**src/design/bcsg_pkg.sv**
```systemverilog
// Package: shared types, codes and constants for the battery charge-state gauge.
package bcsg_pkg;

  localparam int MvW    = 16;
  localparam int PctW   = 14;
  localparam int NumW   = 29;
  localparam int DivSteps = NumW;
  localparam int CntW   = $clog2(DivSteps);
  localparam int CfgIdxW = 2;

  localparam logic [PctW-1:0] PctFull     = PctW'(10000);
  localparam logic [PctW-1:0] PctLowBase  = PctW'(2000);
  localparam logic [PctW-1:0] PctZero     = '0;
  localparam logic [NumW-1:0] HighSpan    = NumW'(8000);
  localparam logic [NumW-1:0] LowSpan     = NumW'(2000);

  typedef enum logic [2:0] {
    CS_DISCHARGING = 3'd0,
    CS_LOW         = 3'd1,
    CS_DANGEROUS   = 3'd2,
    CS_CHARGING    = 3'd3,
    CS_FULL        = 3'd4
  } chg_state_t;

  typedef enum logic [1:0] {
    ACT_SAMPLE    = 2'd0,
    ACT_CHARGE    = 2'd1,
    ACT_FULL      = 2'd2,
    ACT_DISCHARGE = 2'd3
  } act_t;

  typedef enum logic [1:0] {
    CFG_FULL   = 2'd0,
    CFG_LOW    = 2'd1,
    CFG_DANGER = 2'd2
  } cfg_idx_t;

  typedef enum logic [2:0] {
    F_IDLE = 3'd0,
    F_MUL  = 3'd1,
    F_DIV  = 3'd2,
    F_FIN  = 3'd3,
    F_DONE = 3'd4
  } fsm_t;

  typedef struct packed {
    logic accept;
    logic mul;
    logic step;
    logic finish;
    logic load_out;
  } bcsg_cmd_t;

  typedef struct packed {
    logic div_need;
  } bcsg_stat_t;

endpackage

```
**src/design/bcsg_ctrl.sv**
```systemverilog
// Controller: request handshakes, sequencing of multiply and divide steps.
module bcsg_ctrl import bcsg_pkg::*; (
  input  logic       clk,
  input  logic       rst_n,
  input  logic       in_valid,
  output logic       in_stall,
  output logic       out_valid,
  input  logic       out_stall,
  input  bcsg_stat_t stat,
  output bcsg_cmd_t  cmd
);

  fsm_t            state_r, state_nxt;
  logic [CntW-1:0] cnt_r, cnt_nxt;
  logic            out_valid_r, out_valid_nxt;
  logic            out_free;
  logic            last_step;

  assign out_free  = !out_valid_r || !out_stall;
  assign last_step = (cnt_r == CntW'(DivSteps - 1));

  always_comb begin
    state_nxt = state_r;
    case (state_r)
      F_IDLE: if (in_valid) state_nxt = stat.div_need ? F_MUL : F_DONE;
      F_MUL:  state_nxt = F_DIV;
      F_DIV:  if (last_step) state_nxt = F_FIN;
      F_FIN:  state_nxt = F_DONE;
      F_DONE: if (out_free) state_nxt = F_IDLE;
      default: state_nxt = F_IDLE;
    endcase
  end

  always_comb begin
    cmd      = '0;
    in_stall = 1'b1;
    cnt_nxt  = cnt_r;
    case (state_r)
      F_IDLE: begin
        in_stall   = 1'b0;
        cmd.accept = in_valid;
      end
      F_MUL: begin
        cmd.mul = 1'b1;
        cnt_nxt = '0;
      end
      F_DIV: begin
        cmd.step = 1'b1;
        cnt_nxt  = cnt_r + CntW'(1);
      end
      F_FIN:  cmd.finish = 1'b1;
      F_DONE: cmd.load_out = out_free;
      default: begin
        cmd = '0;
      end
    endcase
  end

  always_comb begin
    out_valid_nxt = out_valid_r;
    if (cmd.load_out) out_valid_nxt = 1'b1;
    else if (!out_stall) out_valid_nxt = 1'b0;
  end

  always_ff @(posedge clk) begin
    if (!rst_n) begin
      state_r     <= F_IDLE;
      out_valid_r <= 1'b0;
      cnt_r       <= '0;
    end else begin
      state_r     <= state_nxt;
      out_valid_r <= out_valid_nxt;
      cnt_r       <= cnt_nxt;
    end
  end

  assign out_valid = out_valid_r;

endmodule

```
**src/design/bcsg_dp.sv**
```systemverilog
// Datapath: thresholds, charge state, held values, multiplier and restoring divider.
module bcsg_dp import bcsg_pkg::*; (
  input  logic               clk,
  input  logic               rst_n,
  input  logic               cfg_valid,
  input  logic [CfgIdxW-1:0] cfg_index,
  input  logic [MvW-1:0]     cfg_data,
  input  logic [1:0]         in_action,
  input  logic [MvW-1:0]     in_sample_mv,
  input  bcsg_cmd_t          cmd,
  output bcsg_stat_t         stat,
  output logic [2:0]         out_charge_state,
  output logic [MvW-1:0]     out_held_mv,
  output logic [PctW-1:0]    out_charge_percent,
  output logic               out_sample_taken,
  output logic               out_is_low,
  output logic               out_is_dangerous
);

  logic [MvW-1:0]  full_r, low_r, dang_r;
  chg_state_t      mode_r, mode_nxt;
  logic [MvW-1:0]  kept_mv_r;
  logic [PctW-1:0] kept_pct_r;
  logic            taken_r;
  logic [PctW-1:0] base_r;
  logic            sel_hi_r;
  logic [MvW-1:0]  diff_r, den_r;
  logic [NumW-1:0] num_r;
  logic [MvW-1:0]  rem_r;

  chg_state_t      o_state_r;
  logic [MvW-1:0]  o_mv_r;
  logic [PctW-1:0] o_pct_r;
  logic            o_taken_r, o_low_r, o_dang_r;

  act_t            act;
  logic            keep, above_low, above_dang, empty_span;
  logic [MvW:0]    trial;
  logic            trial_ge;
  logic [PctW-1:0] pct_fin;

  assign act        = act_t'(in_action);
  assign above_low  = in_sample_mv > low_r;
  assign above_dang = in_sample_mv > dang_r;
  assign empty_span = full_r <= low_r;

  always_comb begin
    if (mode_r inside {CS_CHARGING, CS_FULL})
      keep = (in_sample_mv > kept_mv_r) || (kept_mv_r == '0);
    else
      keep = (in_sample_mv < kept_mv_r) || (kept_mv_r == '0);
  end

  assign stat.div_need = (act == ACT_SAMPLE) && keep &&
                         (above_low ? !empty_span : above_dang);

  always_comb begin
    mode_nxt = mode_r;
    case (act)
      ACT_CHARGE:    mode_nxt = CS_CHARGING;
      ACT_FULL:      mode_nxt = CS_FULL;
      ACT_DISCHARGE: begin
        case (mode_r)
          CS_DISCHARGING: if (kept_mv_r <= low_r) mode_nxt = CS_LOW;
          CS_LOW:         if (kept_mv_r <= dang_r) mode_nxt = CS_DANGEROUS;
          CS_DANGEROUS:   mode_nxt = CS_DANGEROUS;
          default:        mode_nxt = CS_DISCHARGING;
        endcase
      end
      default: mode_nxt = mode_r;
    endcase
  end

  // one restoring step: shift in next numerator bit
  assign trial    = {rem_r, num_r[NumW-1]};
  assign trial_ge = trial >= {1'b0, den_r};

  // quotient above the high span saturates
  assign pct_fin = (num_r > HighSpan) ? PctFull : base_r + num_r[PctW-1:0];

  always_ff @(posedge clk) begin
    if (!rst_n) begin
      full_r     <= '0;
      low_r      <= '0;
      dang_r     <= '0;
      mode_r     <= CS_DISCHARGING;
      kept_mv_r  <= '0;
      kept_pct_r <= '0;
    end else begin
      if (cfg_valid) begin
        case (cfg_idx_t'(cfg_index))
          CFG_FULL:   full_r <= cfg_data;
          CFG_LOW:    low_r  <= cfg_data;
          CFG_DANGER: dang_r <= cfg_data;
          default:    ;
        endcase
      end
      if (cmd.accept) begin
        mode_r <= mode_nxt;
        if (act == ACT_SAMPLE && keep) begin
          kept_mv_r <= in_sample_mv;
          if (!stat.div_need)
            kept_pct_r <= above_low ? PctFull : PctZero;
        end
      end
      if (cmd.finish) kept_pct_r <= pct_fin;
    end
  end

  always_ff @(posedge clk) begin
    if (cmd.accept) begin
      taken_r  <= (act == ACT_SAMPLE) && keep;
      sel_hi_r <= above_low;
      base_r   <= above_low ? PctLowBase : PctZero;
      diff_r   <= above_low ? in_sample_mv - low_r : in_sample_mv - dang_r;
      den_r    <= above_low ? full_r - low_r : low_r - dang_r;
    end
    if (cmd.mul) begin
      num_r <= NumW'(diff_r) * (sel_hi_r ? HighSpan : LowSpan);
      rem_r <= '0;
    end
    if (cmd.step) begin
      rem_r <= trial_ge ? MvW'(trial - {1'b0, den_r}) : trial[MvW-1:0];
      num_r <= {num_r[NumW-2:0], trial_ge};
    end
    if (cmd.load_out) begin
      o_state_r <= mode_r;
      o_mv_r    <= kept_mv_r;
      o_pct_r   <= kept_pct_r;
      o_taken_r <= taken_r;
      o_low_r   <= (mode_r == CS_LOW);
      o_dang_r  <= (mode_r == CS_DANGEROUS);
    end
  end

  assign out_charge_state   = o_state_r;
  assign out_held_mv        = o_mv_r;
  assign out_charge_percent = o_pct_r;
  assign out_sample_taken   = o_taken_r;
  assign out_is_low         = o_low_r;
  assign out_is_dangerous   = o_dang_r;

endmodule

```
**src/design/battery_charge_state_gauge_unit.sv**
```systemverilog
// Top level: battery charge-state gauge, controller plus datapath.
// One request at a time. A command goes from the accepting cycle straight to
// the output load, which registers the result and raises out_valid. A kept
// sample between the dangerous threshold and a nonempty full range passes
// through the accepting cycle, the multiply step, the bit-serial restoring
// divider (one quotient bit per cycle), a finish step and the output load.
// Other samples go straight to the output load. The output load waits while
// a stalled result still fills the output register. The result sits in an
// output register, so the next request is taken while a result still waits.
// Configuration writes are always ready and take effect from the next kept
// sample on.
module battery_charge_state_gauge_unit import bcsg_pkg::*; (
  input  logic               clk,
  input  logic               rst_n,
  input  logic               cfg_valid,
  output logic               cfg_ready,
  input  logic [CfgIdxW-1:0] cfg_index,
  input  logic [MvW-1:0]     cfg_data,
  input  logic               in_valid,
  output logic               in_stall,
  input  logic [1:0]         in_action,
  input  logic [MvW-1:0]     in_sample_mv,
  output logic               out_valid,
  input  logic               out_stall,
  output logic [2:0]         out_charge_state,
  output logic [MvW-1:0]     out_held_mv,
  output logic [PctW-1:0]    out_charge_percent,
  output logic               out_sample_taken,
  output logic               out_is_low,
  output logic               out_is_dangerous
);

  bcsg_cmd_t  cmd;
  bcsg_stat_t stat;

  assign cfg_ready = 1'b1;

  bcsg_ctrl u_ctrl (
    .clk       (clk),
    .rst_n     (rst_n),
    .in_valid  (in_valid),
    .in_stall  (in_stall),
    .out_valid (out_valid),
    .out_stall (out_stall),
    .stat      (stat),
    .cmd       (cmd)
  );

  bcsg_dp u_dp (
    .clk                (clk),
    .rst_n              (rst_n),
    .cfg_valid          (cfg_valid),
    .cfg_index          (cfg_index),
    .cfg_data           (cfg_data),
    .in_action          (in_action),
    .in_sample_mv       (in_sample_mv),
    .cmd                (cmd),
    .stat               (stat),
    .out_charge_state   (out_charge_state),
    .out_held_mv        (out_held_mv),
    .out_charge_percent (out_charge_percent),
    .out_sample_taken   (out_sample_taken),
    .out_is_low         (out_is_low),
    .out_is_dangerous   (out_is_dangerous)
  );

endmodule

```
**config.mk**
```make
export PLATFORM = sky130hd
export DESIGN_NAME = battery_charge_state_gauge_unit
export DESIGN_NICKNAME = d
export VERILOG_FILES = /design/src/design/bcsg_pkg.sv /design/src/design/bcsg_ctrl.sv /design/src/design/bcsg_dp.sv /design/src/design/battery_charge_state_gauge_unit.sv
export SDC_FILE = /design/constraint.sdc
export NUM_CORES = 1
export LEC_CHECK = 0
export BUFFER_PORTS_ARGS = -buffer_cell sky130_fd_sc_hd__buf_2
export CAP_MARGIN = 30
export CORE_UTILIZATION = 60
export DETAILED_ROUTE_END_ITERATION = 8
export GPL_TIMING_DRIVEN = 0
export PLACE_DENSITY = 0.82
export SLEW_MARGIN = 10
export SYNTH_ARGS = -nofsm -noshare
export SYNTH_HDL_FRONTEND = slang
export SYNTH_SLANG_ARGS = --single-unit
```
**constraint.sdc**
```tcl
create_clock -name clk -period 6.61 [get_ports clk]
set_input_delay 0.3305 -clock clk [delete_from_list [all_inputs] [get_ports clk]]
set_output_delay 0.3305 -clock clk [all_outputs]
set_load 0.02 [all_outputs]
```
# == Yosys cells after proc, flatten, opt, wreduce, memory -nomap -nowiden ==
# Index checks and enable logic that the tools add are counted.
# word_totals
register_bits,219
# op_classes
add_sub_neg,7
n_mul,1
n_mux,35
n_eq_ne,21
n_lt_le_gt_ge,9
reduce_logical,26
# op_table
cell,count
14-bit two-way mux,6
16-bit two-way mux,5
16-bit subtractor,5
29-bit two-way mux,2
16-bit greater-than comparator,3
16-bit <= comparator,3
"29-bit by 13-bit greater-than comparator with 1-bit output, second input constant",1
16-bit by 29-bit multiplier with 29-bit output,1
3-bit two-way mux,6
3-bit case mux with 3 select lines,2
17-bit by 16-bit greater-or-equal comparator with 1-bit output,1
16-bit logical NOT,1
16-bit less-than comparator,1
3-bit case mux with 5 select lines,1
14-bit adder,1
13-bit two-way mux,1
"3-bit by 2-bit equality test with 1-bit output, second input constant",4
11-bit two-way mux,1
1-bit two-way mux,10
5-bit case mux with 2 select lines,1
2-bit nonzero test,5
2-bit AND reduction,4
"2-bit equality test, second input constant",3
"3-bit by 1-bit equality test with 1-bit output, second input constant",2
15 further kinds,29

# == Longest topological paths before layout ==
# Gate-level depths: netlist (run 1).
# logic_depth
depth_word,9
mapped_depth,23
depth_no_buf,22

# == Cells and area by module ==
# A second synthesis (run 1) with hierarchy kept.
# hier_totals
hier_cells,1820
hier_area_um2,17010.1
# by_module_without_submodules
module,cells_per_inst,area_each_um2,seq_area_each_um2,n_inst
bcsg_dp,1754,16484.6,5074.9,1
bcsg_ctrl,64,514.2,180.2,1
battery_charge_state_gauge_unit,2,11.3,0.0,1

# == Least setup slack after synthesis (run 1) ==
# OpenSTA, ideal clock, no wires.
# synth_path
kind,register -> register
start,reg u_dp.base_r[9] (netlist name)
end,"reg u_dp.num_r[28], data pin"
stages_incl_launch_ff,20
slack_ns,1.081
n_path_buf,2
period_less_slack_ns,5.529
setup_time_ns,0.152
arrival_ns,5.377
cell_sequence,edfxtp_1 clkbuf_1 clkbuf_1 nor2_1 fa_1 inv_1 fa_1 inv_1 fa_1 fa_1 ha_1 ha_1 nor2b_1 o21a_1 o21a_1 o31a_1 o21ai_0 a311oi_1 or3_1 a31oi_1
# synth_lines
element,line,rtl
"end signal, assigned",bcsg_dp.sv:119,num_r <= NumW'(diff_r) * (sel_hi_r ? HighSpan : LowSpan);
"end signal, assigned",bcsg_dp.sv:124,"num_r <= {num_r[NumW-2:0], trial_ge};"
"end, declared",bcsg_dp.sv:28,logic [NumW-1:0] num_r;

==> flow_metrics.tcl, run 1 <==
set metrics [dict create \
    netlist_top_cells_count "inv_1 (230), nand2_1 (221), ha_1 (211)" \
    hold-path-cell-count 3 \
    drt_iter0_drc 1016 \
    tightestPinTransition_ns 0.9286 \
    cp-start-kind "flip-flop" \
    fin_tns_setup_ns 0 \
    synth_seq_cells 205 \
    wl_met3_um 2519 \
    rsz0062_at_grt "no" \
    grt_max_degree 38 \
    synth_edf_count 115 \
    dp_hpwl_um 33860 \
    min_path_type "in2reg" \
    report.final.setup_viol 0 \
    maxSlewViolCount 0 \
    die_y_um 168.8 \
    area_growth_pct 10.20 \
    vias 13800 \
    layout.nets 2266 \
    numCtsBuffers 22 \
    layout-drive-gt1-share_pct 8.286 \
    initial_utilization_pct 61.58 \
    total_power_mw 9.243 \
    crit_required_ns 6.97 \
    htreeDepth 1 \
    pwr_density_cell_nw_per_um2 502.6 \
    reg2regPathDepth 19 \
    insertion_delay_ns 0.53 \
    yosys_warnings 0 \
    whs_ns 0.06656 \
    top_layer_used "met4" \
    syn_nets 2159 \
    yosysMostFrequentCell "inv_1" \
    yosysTopAreaCellShare_pct 20.69 \
    wl_per_cell_um 18.50 \
    route.met2.wl_um 20340 \
    synthTopCellsByArea "edfxtp_1 (21%), ha_1 (16%), dfxtp_1 (11%)" \
    syn_inst 1820 \
    place_congestion 0.9597 \
    cts_tree "done" \
    die-area_um2 28490 \
    worstPathArrival_ns 6.45 \
    drt-pass1-iter-count 8 \
    fin_crit_ns 6.095 \
    seq_area_frac_synth_pct 31.49 \
    ant_nets 0 \
    die_x_um 168.8 \
    ys.flop_type "edfxtp_1" \
    hold_viol 0 \
    rows 60 \
    core_um2 27100 \
    ctsLongestPathBuffers 3 \
    grt_overflow 0 \
    io_pins 80 \
    syn_area_um2 16690 \
    yosys.cell_types.count 73 \
    root_buffer "clkbuf_16" \
    synth_top_area_cell "edfxtp_1" \
    routed_wirelength_um 42840 \
    synth.avg_cell_area_um2 9.170 \
    worstSetupPathType "reg2reg" \
    grt_pass1_wl_um 69230 \
    vias_per_cell 5.960 \
    p_leak_nw 8.113 \
    antenna_found_initial 1 \
    path_max_fanout 10 \
    drc 0 \
    endpoint_kind "flip-flop" \
    period_share_pct 92.21 \
    track_usage_pct 30.80 \
    vdd_drop_max_mv 0.6557 \
    clkSlewWorstSetupHoldPaths_ns 0.06 \
    max_slew_margin_pct 37.96 \
    status "complete, no violations" \
    wl_met1_um 17680 \
    grt_pass1_vias 13880 \
    cts_sinks 205 \
    max_freq_ghz 0.1641 \
    clock_skew_ns 0.02194 \
    io_buffers 78 \
    num_antenna_cells 0 \
    utilization_pct 67.86 \
    drv_cap 0 \
    synth_async_sr_flop_share_pct 0 \
]
metrics by stage:
| step | cell area [µm²] | worst slack [ns] | instances |
|---|---|---|---|
| 5_1_grt | 18390 | 0.2479 | 2315 |
| 2_1_floorplan | 16690 | 1.081 | 1820 |
| 3_5_place_dp | 17620 | 0.02060 | 2273 |
| 6_report | 18390 | 0.5149 | 2315 |
| 4_1_cts | 18380 | 0.1543 | 2313 |
| 3_3_place_gp | 17550 | 0.1616 | 2270 |
power breakdown:
part           total (mW)  switching [mW]  internal [mW]  leakage [nW]
Combinational        6.10            3.40           2.70          5.93
Sequential           1.86          0.0890           1.77          1.81
Clock                1.28           0.530          0.754         0.369
Total                9.24            4.02           5.22          8.11
cell type report:
type                       count  area, µm²
clock inverter                12      125.1
fill                        2069       8710
tap                          372      465.4
buffer                        45      190.2
sequential                   205       5255
clock buffer                  28      625.6
timing repair buffer          83      465.4
inverter                     230      863.3
multi-input combinational   1340      10400
kinds of logic (layout without fill, tap and decap cells):
| logic type | after synthesis | after routing | synth area share [%] |
|---|---|---|---|
| and+or+nand+nor | 520 | 520 | 14.34 |
| AOI/OAI and AO/OA | 412 | 412 | 15.60 |
| other | 1 | 1 | 0.02247 |
| buffers and inverters | 275 | 398 | 6.305 |
| muxes | 29 | 29 | 1.792 |
| adders and majority gates | 298 | 298 | 26.25 |
| xor gates and xnor gates | 80 | 80 | 4.198 |
| DFF | 205 | 205 | 31.49 |
worst paths after layout:
| check | from | endpoint | slack (ns) |
|---|---|---|---|
| worst max-delay path | u_dp.base_r[9]$_DFFE_PP_ | u_dp.num_r[28]$_DFFE_PP_ | 0.51 |
| worst min-delay path | in_sample_mv[0] | u_dp.kept_mv_r[0]$_SDFFE_PN0P_ | 0.07 |
| worst max register to register | u_dp.base_r[9]$_DFFE_PP_ | u_dp.num_r[28]$_DFFE_PP_ | 0.51 |
| worst min register to register | u_dp.kept_pct_r[1]$_SDFFE_PN0P_ | u_dp.out_charge_percent[1]$_DFFE_PP_ | 0.43 |
per-layer routing:
layer  vias to the layer above  track usage, %
met1                      6556           37.64
li1                       6542               -
met3                       135           3.764
met5                         -               0
met4                         0           16.36
met2                       564           53.27
sequential cells by signal, indices dropped and copies added, names as in the netlist, 14 cells and up:
signal and flops:
u_dp.dang_r 16, u_dp.den_r 16, u_dp.diff_r 16, u_dp.full_r 16, u_dp.kept_mv_r 16, u_dp.kept_pct_r 14
u_dp.low_r 16, u_dp.num_r 29, u_dp.out_charge_percent 14, u_dp.out_held_mv 16, u_dp.rem_r 16
critical path, stage by stage (launching register included):
cell and delay (ns):
edfxtp_1 0.39, clkbuf_2 0.29, clkbuf_1 0.43, nor2_1 0.20, fa_1 0.52, inv_1 0.05, fa_1 0.47, inv_1 0.05
fa_1 0.50, fa_1 0.50, ha_1 0.31, ha_1 0.33, nor2b_1 0.14, o21a_1 0.19, o21a_1 0.20, o31a_1 0.30
o21ai_0 0.38, a311oi_1 0.19, or3_1 0.34, a31oi_1 0.16
timing repair:
| action | 4_1_cts | 5_1_grt |
|---|---|---|
| setup buffers | 0 | 2 |
| cloned | 0 | 0 |
| endpoints found under the setup margin | 1 | 6 |
| gates resized for setup | 1 | 0 |
| hold buffers | 0 | 0 |
placed cells by master (no fill, tap or decap), drive strengths merged, types with 20 or more instances in the layout:
cell and count:
dfxtp 90, buf 91, inv 232, nand4 21
a21oi 167, nand2 221, nor2b 23, o21a 22
nand3 20, mux2i 25, nor2 113, ha 211
nor3 34, edfxtp 115, xor2 33, clkbuf 65
o21ai 74, a21o 40, fa 87, xnor2 47
(Power assumes the default switching activity.)
==> run 2, diff against run 1 <==
Settings changed: CELL_PAD_IN_SITES_DETAIL_PLACEMENT set to 1, CELL_PAD_IN_SITES_GLOBAL_PLACEMENT set to 2, CORE_UTILIZATION 60 to 40, PLACE_DENSITY 0.82 to 0.85.
==> run 2 against run 1 <==
Effect of this change: sequential share of layout area is 0.30 points lower; setup slack worse by 0.084 ns; clock power hardly changed; sequential power hardly changed; die area is 49% higher; routed wire length is 15% higher; combinational power is 3% higher; non-clock buffer count stayed put; utilization is 23 points lower; count of clock-buffer cells in the layout is 7 higher; critical path type unchanged; largest power group unchanged; highest routed layer unchanged.
==> flow_metrics.tcl, run 2 (same netlist as run 1, synthesis figures left out) <==
set metrics [dict create \
    status "complete, no violations" \
    vias 13330 \
    layout_setup_ws_ns 0.4311 \
    layout.nets 2267 \
    tightestPinTransition_ns 0.9021 \
    vdd_drop_max_mv 0.4824 \
    core_um2 41020 \
    maxSlewViolCount 0 \
    total_power_mw 9.411 \
    rrSetupSlack_ns 0.43 \
    antenna_found_initial 0 \
    ctsLongestPathBuffers 3 \
    drc 0 \
    grt_overflow 0 \
    fin_crit_ns 6.179 \
    worstPathArrival_ns 6.55 \
    most-common-layout-cells "inv_1 (229), nand2_1 (221), ha_1 (211)" \
    ant_nets 0 \
    grt_pass1_wl_um 78190 \
    worstSetupPathType "reg2reg" \
    reg2reg_to "u_dp.num_r[28]$_DFFE_PP_" \
    drv_cap 0 \
    io_buffers 78 \
    vias_per_cell 5.380 \
    cts_sinks 205 \
    hp-start "in_sample_mv[0]" \
    drt-pass1-iter-count 5 \
    preCtsSetupSlack_ns -0.1032 \
    clkSlewWorstSetupHoldPaths_ns 0.06 \
    dp_hpwl_um 40230 \
    area_growth_pct 11.36 \
    num_antenna_cells 0 \
    reg2regPathDepth 19 \
    crit_required_ns 6.98 \
    place_congestion 0.8977 \
    endpoint_kind "flip-flop" \
    initial_utilization_pct 40.69 \
    wl_per_cell_um 19.88 \
    max_slew_margin_pct 39.73 \
    rows 74 \
    cp-start-kind "flip-flop" \
    report.final.setup_viol 0 \
    drt_iter0_drc 549 \
    max_freq_ghz 0.1618 \
    layout-drive-gt1-share_pct 8.175 \
    min_path_type "in2reg" \
    die_y_um 206.3 \
    fillers 4775 \
    period_share_pct 93.48 \
    root_buffer "clkbuf_16" \
    rsz0062_at_grt "no" \
    hold_viol 0 \
    die_x_um 206.3 \
    hold_end "u_dp.kept_mv_r[0]$_SDFFE_PN0P_" \
    final_common_cell "inv_1" \
    htreeDepth 1 \
    track_usage_pct 23.81 \
    p_leak_nw 8.110 \
    routed_wirelength_um 49240 \
    grt_max_degree 34 \
    largest_reg_flops 29 \
    die-area_um2 42550 \
    path_max_fanout 10 \
    io_pins 80 \
    cts_tree "done" \
    grt_pass1_vias 14370 \
    numCtsBuffers 23 \
    pwr_density_cell_nw_per_um2 506.4 \
    regMostFlops "u_dp.num_r" \
    r2r_start "u_dp.base_r[9]$_DFFE_PP_" \
    insertion_delay_ns 0.53 \
    hold-path-cell-count 3 \
    clock_skew_ns 0.02336 \
]
-- run 2: cell count changes in the layout (fill, tap and decap cells not counted) --
cell	delta
clkbuf_1	+4
clkbuf_8	+4
clkinv_2	-2
buf_12	-1
buf_16	+1
bufinv_16	-1
clkbuf_16	-1
clkinvlp_4	-1
inv_8	-1
-- run 2: power by group --
part           leakage (nW)  switching, mW  internal (mW)  total [mW]
logic                  5.94           3.54           2.74        6.28
clock network         0.362          0.517          0.738        1.25
registers              1.81          0.101           1.77        1.87
-- run 2: worst max-delay path, cell delays in order (launching register included) --
cell and delay, ns:
edfxtp_1 0.41, clkbuf_1 0.43, clkbuf_2 0.33, nor2_1 0.13, fa_1 0.51, inv_1 0.06, fa_1 0.48, inv_1 0.06
fa_1 0.53, fa_1 0.53, ha_1 0.33, ha_1 0.34, nor2b_1 0.15, o21a_1 0.18, o21a_1 0.20, o31a_1 0.28
o21ai_0 0.38, a311oi_1 0.17, or3_1 0.34, a31oi_1 0.18
-- run 2: area by class of cell --
class | count | area (µm²) | area share, %
clock buffers | 35 | 670.6 | 3.608
repair buffers | 83 | 473.0 | 2.545
flip-flops and latches | 205 | 5255 | 28.28
well taps | 532 | 665.6 | 3.582
clock inverters | 7 | 66.31 | 0.3568
multi-input cells | 1340 | 10400 | 55.96
plain buffers | 45 | 190.2 | 1.023
inverters | 230 | 863.3 | 4.645
-- run 2: metal layers --
metal	up-vias	track usage (%)	wire, µm
met1	6526	31.02	22570
met3	82	2.034	1255
li1	6530	-	-
met2	188	40.69	23600
met4	0	9.349	1809
met5	-	0	0
-- run 2: worst max path at each step --
stage,from,endpoint,cells past startpoint
floorplan,u_dp.base_r[9]$_DFFE_PP_,u_dp.num_r[28]$_DFFE_PP_,19
global placement,u_dp.base_r[9]$_DFFE_PP_,u_dp.num_r[28]$_DFFE_PP_,19
detailed placement,u_dp.base_r[9]$_DFFE_PP_,u_dp.num_r[28]$_DFFE_PP_,19
CTS,u_dp.base_r[9]$_DFFE_PP_,u_dp.num_r[28]$_DFFE_PP_,19
global route,u_dp.base_r[9]$_DFFE_PP_,u_dp.num_r[28]$_DFFE_PP_,17
finish,u_dp.base_r[9]$_DFFE_PP_,u_dp.num_r[28]$_DFFE_PP_,19
-- run 2: per-stage QoR --
stage               setup TNS, ns  std cells  cell area, µm²  utilization, %  hold WS [ns]
global route                    0       2477           18590           45.31       0.06161
finish                          0       2477           18590           45.31       0.04845
global placement                0       2430           17750           43.26        0.4133
detailed placement        -0.1757       2434           17840           43.49        0.4125
CTS                             0       2477           18580           45.31       0.02341
floorplan                       0       1820           16690               -        0.4001
-- run 2: timing repair --
action	CTS	global route
gates cloned	0	0
endpoints found under the setup margin	2	2
pin swaps	0	0
gates resized for setup	0	2
buffers inserted	1	0
hold buffers	0	0
==> run 3, diff against run 2 <==
Settings changed: ABC_AREA set to 1, BUFFER_PORTS_ARGS -buffer_cell sky130_fd_sc_hd__buf_2 to -buffer_cell sky130_fd_sc_hd__buf_4, CORE_MARGIN set to 2, CORE_UTILIZATION 40 to 39, PLACE_DENSITY 0.85 to 0.86.
==> run 3 against run 2 <==
Effect of this change: first-iteration DRC count is 19% higher; clock power is 24% higher; clock skew is 0.0022 ns lower; worst hold slack got worse by 0.011 ns; routed wire length grew 3.2%; largest power group unchanged; utilization fell by 0.62 points; power up 26%; non-clock buffer count decreased by 4; sequential share of layout area is 0.79 points lower; count of clock-buffer cells in the layout down 2; synthesized cell count rose by 12%; combinational power up 32%.
==> flow_metrics.tcl, run 3 <==
set metrics [dict create \
    layout-drive-gt1-share_pct 7.763 \
    period_share_pct 87.04 \
    clock_skew_ns 0.02119 \
    min_path_type "in2reg" \
    rsz0062_at_grt "no" \
    track_usage_pct 23.20 \
    grt_overflow 0 \
    yosysMostFrequentCell "nand2_1" \
    die-area_um2 44790 \
    worstSetupPathType "reg2reg" \
    syn_area_um2 16810 \
    hold_viol 0 \
    place_congestion 0.8427 \
    design_area_um2 19120 \
    endpoint_kind "flip-flop" \
    power_frac_clock_pct 13.1 \
    routed_wirelength_um 50810 \
    die_y_um 211.6 \
    yosys.cell_types.count 55 \
    syn_inst 2034 \
    yosysTopAreaCellShare_pct 20.54 \
    ys.flop_type "edfxtp_1" \
    final_common_cell "nand2_1" \
    root_buffer "clkbuf_16" \
    synth.avg_cell_area_um2 8.266 \
    clkSlewWorstSetupHoldPaths_ns 0.06 \
    synth_seq_cells 205 \
    numCtsBuffers 26 \
    fin_crit_ns 5.754 \
    yosys_warnings 0 \
    most-common-layout-cells "nand2_1 (365), inv_1 (322), ha_1 (211)" \
    synth_async_sr_flop_share_pct 0 \
    pwr_density_cell_nw_per_um2 621.4 \
    layout.nets 2483 \
    power_switching_share_pct 47.72 \
    cp-start-kind "flip-flop" \
    drv_cap 0 \
    syn_nets 2373 \
    dp_hpwl_um 41850 \
    max_slew_margin_pct 47.86 \
    wl_per_cell_um 18.74 \
    cts_sinks 205 \
    netlist_top_cells_count "nand2_1 (366), inv_1 (322), ha_1 (211)" \
    reg2regPathDepth 21 \
    crit_required_ns 6.91 \
    ant_nets 0 \
    placed_cells 2660 \
    grt_pass1_wl_um 81140 \
    worstPathArrival_ns 6.06 \
    intPower_mw 6.212 \
    max_freq_ghz 0.1738 \
    seq_area_frac_synth_pct 31.26 \
    drc 0 \
    insertion_delay_ns 0.57 \
    drt_iter0_drc 651 \
    path_max_fanout 10 \
    core_um2 42790 \
    vias 14090 \
    p_leak_nw 8.884 \
    synth_top_area_cell "edfxtp_1" \
    ctsLongestPathBuffers 3 \
    p_seq_share_pct 17.3 \
    hold-path-cell-count 3 \
    preCtsSetupSlack_ns 0.2965 \
    io_buffers 77 \
    htreeDepth 1 \
    status "complete, no violations" \
    grt_pass1_vias 15150 \
    p_sw_mw 5.670 \
    finalNonFillerCells 2711 \
    report.final.setup_viol 0 \
    largest_reg_flops 29 \
    fin_tns_setup_ns 0 \
    synthTopCellsByArea "edfxtp_1 (21%), ha_1 (16%), dfxtp_1 (11%)" \
    placed_cell_area_um2 18160 \
    regMostFlops "u_dp.num_r" \
    synth_edf_count 115 \
    drt-pass1-iter-count 4 \
    die_x_um 211.6 \
    comb_power_share_pct 69.7 \
    cts_tree "done" \
    rows 76 \
    maxSlewViolCount 0 \
    grt_max_degree 33 \
    initial_utilization_pct 39.29 \
    area_growth_pct 13.74 \
    total_power_mw 11.88 \
    tightestPinTransition_ns 0.7821 \
    layout_setup_ws_ns 0.8563 \
    io_pins 80 \
    vdd_drop_max_mv 0.5038 \
    antenna_found_initial 0 \
    vias_per_cell 5.198 \
]
==> run 3: changes by cell type after synthesis, sizes merged, moves of 13 or more <==
cell    change
a21oi      +15
nand3      +51
nor3       -15
nor2b      -23
o21ai      +91
and3       -13
o21a       -19
inv        +96
nand2     +152
nor2       +44
a21o       -27
mux2i      -21
nand2b     -18
==> run 3: logic make-up after synthesis <==
group	synth area share (%)
simple gates	16.69
xor+xnor	3.959
flops	31.26
mux	0.2382
buf+inv	8.462
other cells	0.02230
compound gates	13.31
fa+ha+maj	26.06
==> run 3: path summary, 6_finish.rpt <==
check | end | from | slack (ns)
worst min register to register | u_dp.out_sample_taken$_DFFE_PP_ | u_dp.taken_r$_DFFE_PP_ | 0.43
worst min-delay path | u_dp.full_r[4]$_SDFFE_PN0P_ | cfg_data[4] | 0.04
worst max register to register | u_dp.num_r[25]$_DFFE_PP_ | u_dp.base_r[9]$_DFFE_PP_ | 0.86
worst max-delay path | u_dp.num_r[25]$_DFFE_PP_ | u_dp.base_r[9]$_DFFE_PP_ | 0.86
==> run 3: per-stage QoR <==
step / hold WS [ns] / util, %
2_1_floorplan: 0.3994 / -
5_1_grt: 0.06262 / 44.68
4_1_cts: 0.01220 / 44.66
3_5_place_dp: 0.4177 / 42.44
3_3_place_gp: 0.4102 / 42.24
6_report: 0.03762 / 44.69
==> run 3: layer usage <==
layer	track usage (%)	up-vias	share of wire (%)
met2	42.42	181	50
li1	-	6966	-
met4	7.965	0	3.8
met3	2.240	81	2.2
met5	0	-	0
met1	28.42	6863	44
==> run 3: power groups by stage <==
stage | Sequential [mW] | Combinational, mW | Clock (mW)
6_report | 2.05 | 8.28 | 1.55
5_1_grt | 2.07 | 9.79 | 1.63
4_1_cts | 2.06 | 8.42 | 1.59
3_5_place_dp | 2.08 | 8.30 | 0
3_3_place_gp | 2.08 | 8.12 | 0
2_1_floorplan | 2.09 | 6.36 | 0
==> run 3: worst max-delay path, stage by stage (launching register included) <==
cell	delay (ns)
edfxtp_1	0.36
clkbuf_2	0.30
buf_1	0.44
nand2_1	0.20
fa_1	0.55
inv_1	0.06
fa_1	0.50
fa_1	0.51
fa_1	0.49
ha_1	0.31
ha_1	0.36
nand2_1	0.13
inv_1	0.05
a21oi_1	0.20
inv_1	0.10
nand2_1	0.07
nand2_1	0.10
a21oi_1	0.22
o21ai_0	0.13
or2_1	0.22
nand3_1	0.10
nand2_1	0.06
==> run 3: final cells by class <==
type                            count  area [µm²]
Tap cell                          546       683.2
Buffer                             42       196.4
Clock inverter                     15       192.7
Multi-Input combinational cell   1460       10140
Fill cell                        5194       23670
Clock buffer                       33       749.5
Timing Repair Buffer               82       670.6
Antenna cell                        1       2.502
Inverter                          327        1227
Sequential cell                   205        5255
==> run 3: repair_timing <==
action | CTS | global route
endpoints found under the setup margin | 0 | 2
hold buffers | 1 | 0
resized for setup | 0 | 2
buffers inserted | 0 | 1
endpoints found under the hold margin | 1 | 0
